==> config.mk <==
export PLATFORM = sky130hd
export DESIGN_NAME = scratchpad_crc_temp_decode_unit
export DESIGN_NICKNAME = d
export VERILOG_FILES = /design/src/rtl/scdec_pkg.sv /design/src/rtl/scratchpad_crc_temp_decode_unit.sv
export VERILOG_INCLUDE_DIRS = /design/src /design/src/rtl
export SDC_FILE = /design/constraint.sdc
export NUM_CORES = 1
export LEC_CHECK = 0
export BUFFER_PORTS_ARGS = -buffer_cell sky130_fd_sc_hd__buf_2
export CAP_MARGIN = 20
export CORE_MARGIN = 2
export CORE_UTILIZATION = 60
export CTS_BUF_LIST = sky130_fd_sc_hd__clkbuf_8 sky130_fd_sc_hd__clkbuf_16
export CTS_CLUSTER_SIZE = 8
export DETAILED_ROUTE_END_ITERATION = 8
export HOLD_SLACK_MARGIN = 0.12
export PLACE_DENSITY_LB_ADDON = 0.15
export SLEW_MARGIN = 20
export SYNTH_ARGS = -nofsm -noshare
export SYNTH_HDL_FRONTEND = slang
export SYNTH_SLANG_ARGS = --single-unit
==> constraint.sdc <==
create_clock -name clock -period 6.9 [get_ports clock]
set_clock_uncertainty 0.15 [all_clocks]
set_input_delay 0.69 -clock clock [delete_from_list [all_inputs] [get_ports clock]]
set_output_delay 0.69 -clock clock [all_outputs]
set_load 0.05 [all_outputs]
==> src/rtl/scratchpad_crc_temp_decode_unit_defines.svh <==
// Assertion macros shared by the decode unit
`ifndef SCRATCHPAD_CRC_TEMP_DECODE_UNIT_DEFINES_SVH
`define SCRATCHPAD_CRC_TEMP_DECODE_UNIT_DEFINES_SVH

// Same-cycle implication, checked outside reset
`define SCDEC_ASSERT_NOW(label, clk, rst, ante, cons) \
   label: assert property (@(posedge clk) disable iff (rst) (ante) |-> (cons)) \
      else $error("scdec: same-cycle check failed");

// Next-cycle implication, checked outside reset
`define SCDEC_ASSERT_NEXT(label, clk, rst, ante, cons) \
   label: assert property (@(posedge clk) disable iff (rst) (ante) |=> (cons)) \
      else $error("scdec: next-cycle check failed");

`endif

==> src/rtl/scdec_pkg.sv <==
package scdec_pkg;

   // Field widths
   localparam int DATA_W  = 8;
   localparam int IDX_W   = 4;
   localparam int TEMP_W  = 19;
   localparam int RSP_W   = 32;

   // Bytes covered by the CRC before the check byte
   localparam int CRC_SPAN_DEFAULT = 8;

   // Reflected 1-Wire CRC-8 polynomial
   localparam logic [DATA_W-1:0] CRC_POLY = 8'h8C;

   // Temperature reported on a CRC mismatch
   localparam logic signed [TEMP_W-1:0] CRC_ERR_VALUE = -19'sd100;

   // One byte of the CRC, LSB first
   function automatic logic [DATA_W-1:0] crc_byte_update(input logic [DATA_W-1:0] crc_in,
                                                       input logic [DATA_W-1:0] data_in);
      logic [DATA_W-1:0] crc;
      logic [DATA_W-1:0] b;
      logic              mix;
      crc = crc_in;
      b   = data_in;
      for (int k = 0; k < DATA_W; k++) begin
         mix = crc[0] ^ b[0];
         crc = crc >> 1;
         if (mix) begin
            crc = crc ^ CRC_POLY;
         end
         b = b >> 1;
      end
      return crc;
   endfunction

   // sign * ((|raw| * 25) >> 2)
   function automatic logic [TEMP_W-1:0] decode_temp(input logic [DATA_W-1:0] lo,
                                                    input logic [DATA_W-1:0] hi);
      logic [15:0] raw;
      logic        neg;
      logic [16:0] mag;
      logic [21:0] prod;
      logic [19:0] val;
      raw  = {hi, lo};
      neg  = raw[15];
      // invert in 16 bits, then widen
      mag  = neg ? ({1'b0, ~raw} + 17'd1) : {1'b0, raw};
      prod = {1'b0, mag, 4'b0} + {2'b0, mag, 3'b0} + {5'b0, mag};
      val  = prod[21:2];
      if (neg) begin
         val = 20'd0 - val;
      end
      return val[TEMP_W-1:0];
   endfunction

endpackage

==> src/rtl/scratchpad_crc_temp_decode_unit.sv <==
// Scratchpad CRC check and temperature decode.
// req channel: one scratchpad byte per transfer, req_tuser flags byte 0 of a
// new scratchpad and restarts the CRC and byte count. The CRC-8 runs over the
// first CRC_SPAN bytes; bytes 0 and 1 are kept as the raw temperature.
// rsp channel: one transfer per scratchpad, produced by the check byte that
// follows the CRC span. It carries the temperature in hundredths of a degree
// (or -100 on mismatch), the computed CRC and the match flag.
// Path: a byte taken on req enters the input register; a check byte then
// loads the result register, which drives rsp_tvalid.
// Throughput: one byte per cycle while no check byte waits (see Stalls), set by
// the single input register feeding a byte-wide CRC update and the result register.
// Stalls: while rsp holds an untaken result, bytes that make no result keep
// flowing; the next check byte waits in the input register and req_tready
// drops until rsp_tready frees the result register.
// Reset clears the CRC, byte count and both valid flags; the first byte
// after reset is byte 0 even without req_tuser.
`include "scratchpad_crc_temp_decode_unit_defines.svh"

module scratchpad_crc_temp_decode_unit #(
   parameter int CRC_SPAN = scdec_pkg::CRC_SPAN_DEFAULT
) (
   input  logic                          clock,
   input  logic                          reset,
   // req_tdata: [7:0] data_byte
   input  logic                          req_tvalid,
   output logic                          req_tready,
   input  logic [scdec_pkg::DATA_W-1:0]  req_tdata,
   // req_tuser: [0] first_byte
   input  logic                          req_tuser,
   // rsp_tdata: [18:0] temp_centi, [26:19] computed_crc, [31:27] zero
   output logic                          rsp_tvalid,
   input  logic                          rsp_tready,
   output logic [scdec_pkg::RSP_W-1:0]   rsp_tdata,
   // rsp_tuser: [0] crc_ok
   output logic                          rsp_tuser
);

   localparam logic [scdec_pkg::IDX_W-1:0] SPAN_IDX = scdec_pkg::IDX_W'(CRC_SPAN);

   // Input register
   logic                         in_valid_ff, in_valid_in;
   logic [scdec_pkg::DATA_W-1:0] in_byte_ff;
   logic                         in_first_ff;

   // Frame state
   logic [scdec_pkg::DATA_W-1:0] crc_ff, crc_in;
   logic [scdec_pkg::IDX_W-1:0]  idx_ff, idx_in;
   logic [scdec_pkg::DATA_W-1:0] temp_low_ff;
   logic [scdec_pkg::DATA_W-1:0] temp_high_ff;

   // Result register
   logic                         rsp_valid_ff, rsp_valid_in;
   logic [scdec_pkg::TEMP_W-1:0] rsp_temp_ff;
   logic [scdec_pkg::DATA_W-1:0] rsp_crc_ff;
   logic                         rsp_ok_ff;

   logic [scdec_pkg::DATA_W-1:0] crc_eff;
   logic [scdec_pkg::IDX_W-1:0]  idx_eff;
   logic                         is_check;
   logic                         advance;
   logic                         crc_match;

   // Effective frame position for the byte in the input register
   assign crc_eff   = in_first_ff ? '0 : crc_ff;
   assign idx_eff   = in_first_ff ? '0 : idx_ff;
   assign is_check  = (idx_eff >= SPAN_IDX);
   assign crc_match = (crc_eff == in_byte_ff);

   // Data bytes always move on; the check byte needs a free result slot
   assign advance    = in_valid_ff && (!is_check || !rsp_valid_ff || rsp_tready);
   assign req_tready = !in_valid_ff || advance;

   // Next state
   always_comb begin
      in_valid_in  = req_tvalid ? 1'b1 : (in_valid_ff && !advance);
      crc_in       = crc_ff;
      idx_in       = idx_ff;
      rsp_valid_in = rsp_valid_ff && !rsp_tready;
      if (advance) begin
         if (is_check) begin
            crc_in       = '0;
            idx_in       = '0;
            rsp_valid_in = 1'b1;
         end else begin
            crc_in = scdec_pkg::crc_byte_update(crc_eff, in_byte_ff);
            idx_in = idx_eff + 1'b1;
         end
      end
   end

   // Control registers
   always_ff @(posedge clock) begin
      if (reset) begin
         in_valid_ff  <= 1'b0;
         crc_ff       <= '0;
         idx_ff       <= '0;
         rsp_valid_ff <= 1'b0;
      end else begin
         in_valid_ff  <= in_valid_in;
         crc_ff       <= crc_in;
         idx_ff       <= idx_in;
         rsp_valid_ff <= rsp_valid_in;
      end
   end

   // Payload registers
   always_ff @(posedge clock) begin
      if (req_tvalid && req_tready) begin
         in_byte_ff  <= req_tdata;
         in_first_ff <= req_tuser;
      end
      if (advance && !is_check) begin
         if (idx_eff == '0) begin
            temp_low_ff <= in_byte_ff;
         end
         if (idx_eff == scdec_pkg::IDX_W'(1)) begin
            temp_high_ff <= in_byte_ff;
         end
      end
      if (advance && is_check) begin
         rsp_temp_ff <= crc_match ? scdec_pkg::decode_temp(temp_low_ff, temp_high_ff)
                                  : scdec_pkg::CRC_ERR_VALUE;
         rsp_crc_ff  <= crc_eff;
         rsp_ok_ff   <= crc_match;
      end
   end

   // Result channel
   assign rsp_tvalid = rsp_valid_ff;
   assign rsp_tuser  = rsp_ok_ff;
   assign rsp_tdata  = {{(scdec_pkg::RSP_W - scdec_pkg::TEMP_W - scdec_pkg::DATA_W){1'b0}},
                        rsp_crc_ff, rsp_temp_ff};

   // Checks
   `SCDEC_ASSERT_NEXT(a_in_hold, clock, reset,
      in_valid_ff && !advance, in_valid_ff && $stable(in_byte_ff))
   `SCDEC_ASSERT_NOW(a_rsp_from_check, clock, reset,
      $rose(rsp_valid_ff), $past(advance && is_check))
   `SCDEC_ASSERT_NEXT(a_check_restarts, clock, reset,
      advance && is_check, rsp_valid_ff && idx_ff == '0 && crc_ff == '0)

endmodule

==> flow_summary.json <==
{
  "initial_core_util": 0.622,
  "p_leak_nw": 1.95,
  "hold_viol": 0,
  "hold_class": "reg2reg",
  "area_growth_pct": 10.3,
  "worst_pin_slew_ns": 0.905,
  "synthArstFlopShare": 0,
  "crit_path_start_kind": "flop",
  "grtUsageTotal": 0.218,
  "holdBufCountCts": 0,
  "drc": 0,
  "relSlewSlack": 0.394,
  "detail_route.wl_per_cell_um": 14.1,
  "synth_area_leaders": "edfxtp_1 35%, ha_1 9.7%, xnor2_1 7.4%, xor2_1 6.4%, dfxtp_1 6.2%",
  "internal_power_uw": 718,
  "synth-edff-count": 53,
  "cts-root-buf": "clkbuf_8",
  "grt_overflow": 0,
  "die_area_um2": 8220,
  "path_delay_family": "compound AO/OA/AOI/OAI gates",
  "p_comb_frac": 0.303,
  "drv_slew": 0,
  "die_h_um": 90.7,
  "path_cells": "nor2_1, nand3_1, or3_1, o41ai_1, xor2_1, inv_1, ha_1, o21bai_1, ha_1, a211o_1, a2111oi_2, nor4b_1, a311o_1, xor2_1, or4_4, o31a_1, xnor2_1, nand2_1",
  "syn_area_um2": 4510,
  "drive_gt1_frac": 0.133,
  "setup-tns-final_ns": 0,
  "yosys.area.top_type": "edfxtp_1",
  "dp_hpwl_mm": 6.53,
  "post_cts_resized": 0,
  "synth_cell_types": 49,
  "antenna_cells": 0,
  "worstPathMaxFanout": 11,
  "place_congestion": 0.841,
  "p_sw_frac": 0.333,
  "grt_pass1_vias": 3124,
  "dieWidth_um": 90.7,
  "grt_antenna_before_repair": 0,
  "cts.clk_slew.worst_paths_ns": 0.08,
  "p_sw_uw": 359,
  "clockBufferDepth": 2,
  "cts.sink_count": 67,
  "fill_cells": 580,
  "clock_latency_ns": 0.34,
  "htreeDepth": 3,
  "status": "finished, final reports clean",
  "synth.top_cell.area_share": 0.353,
  "setup_violations": 0,
  "placed_area_um2": 4790,
  "io_buffers": 42,
  "final_util": 0.686,
  "pwr-share-clk": 0.265,
  "vdd_drop_max_mv": 0.140,
  "ys_seq_area_frac": 0.415,
  "drt_wl_total_mm": 8.40,
  "grt_pass1_wl_mm": 14.6,
  "ioPinCount": 48,
  "p_per_area_nw_per_um2": 217,
  "drtAntennaViolNets": 0,
  "crit_path_end_kind": "flop",
  "fp.coreArea_um2": 7250,
  "rows": 31,
  "cap_violations": 0,
  "synthCells": 447,
  "yosysWarnings": 0,
  "synth_common_cells": "53 x edfxtp_1, 41 x nand2_1, 38 x xnor2_1, 35 x ha_1, 33 x xor2_1",
  "cts_tree": "yes",
  "rsz0062_at_grt": "no",
  "synth-seq-cells": 67,
  "vias_per_cell": 5.52,
  "route.vias.total": 3291,
  "grt_max_degree": 29,
  "drt-initial-drc-count": 140,
  "post_cts.repair.setup_buffers": 0,
  "seqPwrFrac": 0.432,
  "fmax_mhz": 179,
  "timing.hold.ws_ns": 0.351,
  "dr.pass1.iters": 5,
  "postLayoutCellArea_um2": 4970,
  "period_share": 0.808,
  "path_buf_inv": 1,
  "arrival_ns": 5.48,
  "cpPeakStageDelay_ns": 0.56,
  "slowest_stage": "or4_4",
  "syn_area_per_cell_um2": 10.1,
  "cts_made_buffers": 9,
  "period_minus_slack_ns": 5.58,
  "yosys_most_used_dff": "edfxtp_1",
  "yosysMostFrequentCell": "edfxtp_1",
  "cp_data_required_time_ns": 6.81,
  "final_nets": 544,
  "crit_type": "reg2reg"
}
[state kept, by name, summed over array words and instances (netlist names), 4 cells and up]
name	cells
rsp_temp_ff	19
crc_ff	8
in_byte_ff	8
rsp_crc_ff	8
temp_high_ff	8
temp_low_ff	8
idx_ff	4
[kinds of logic after synthesis]
logic type | Yosys count | share of synthesized area
compound gates | 102 | 0.155
flops | 67 | 0.415
simple gates | 122 | 0.132
other cells | 1 | 0.000832
fa+ha+maj | 39 | 0.115
buf+inv | 44 | 0.0425
mux | 1 | 0.00222
xor+xnor | 71 | 0.138
[through the flow]
step                setup slack, ns  power [mW]  cells
floorplan                      1.81       0.742    453
global placement               1.50       0.790    579
detailed placement             1.36       0.795    579
CTS                            1.33        1.08    595
global route                   1.02        1.15    596
finish                         1.32        1.08    596
[worst min-delay path: stages, from the launching register on]
cell     delay (ns)
dfxtp_1        0.32
a22oi_1        0.07
nor2_1         0.08
[metal layers]
layer / wire length, µm / GRT usage / vias up
li1: - / - / 1674
met5: 0 / 0 / -
met1: 3570 / 0.258 / 1535
met2: 4380 / 0.389 / 69
met3: 309 / 0.0534 / 13
met4: 148 / 0.0641 / 0
[final cells by class]
cell class                 instances  area (µm²)  share of cell area
multi-input combinational        342        2470               0.496
clock buffer                       9         124              0.0249
tap                               99         124              0.0249
sequential                        67        1870               0.376
inverter                          28         105              0.0211
clock inverter                     7        46.3             0.00931
timing repair buffer              44         233              0.0468
[cell usage in the layout, fill, tap and decap left out, types with 5 or more instances in the layout]
cell	instances
buf_2	42
nor2b_1	11
nand2_1	41
nor3_1	11
o21ai_0	20
edfxtp_1	53
xnor2_1	38
ha_1	35
a21oi_1	19
xor2_1	33
inv_1	29
o21bai_1	12
or3_1	5
conb_1	7
o31ai_1	9
dfxtp_1	14
nor2_1	26
a22oi_1	11
clkbuf_8	9
nand2b_1	6
[final timing paths]
path	start	end	slack (ns)	cells past startpoint
worst max-delay path	temp_low_ff[2]	rsp_temp_ff[17]	1.32	18
worst min-delay path	crc_ff[6]	crc_ff[6]	0.35	2
worst max register to register	temp_low_ff[2]	rsp_temp_ff[17]	1.32	18
worst min register to register	crc_ff[6]	crc_ff[6]	0.35	2
[power groups by stage]
stage                     Sequential (mW)  Combinational, mW  Clock, mW
after floorplan                     0.473              0.269          0
final                               0.466              0.326      0.285
after detailed placement            0.475              0.320          0
after CTS                           0.466              0.323      0.289
after global routing                0.468              0.366      0.311
after global placement              0.474              0.316          0
No activity file was read; power rests on OpenSTA's default activity.
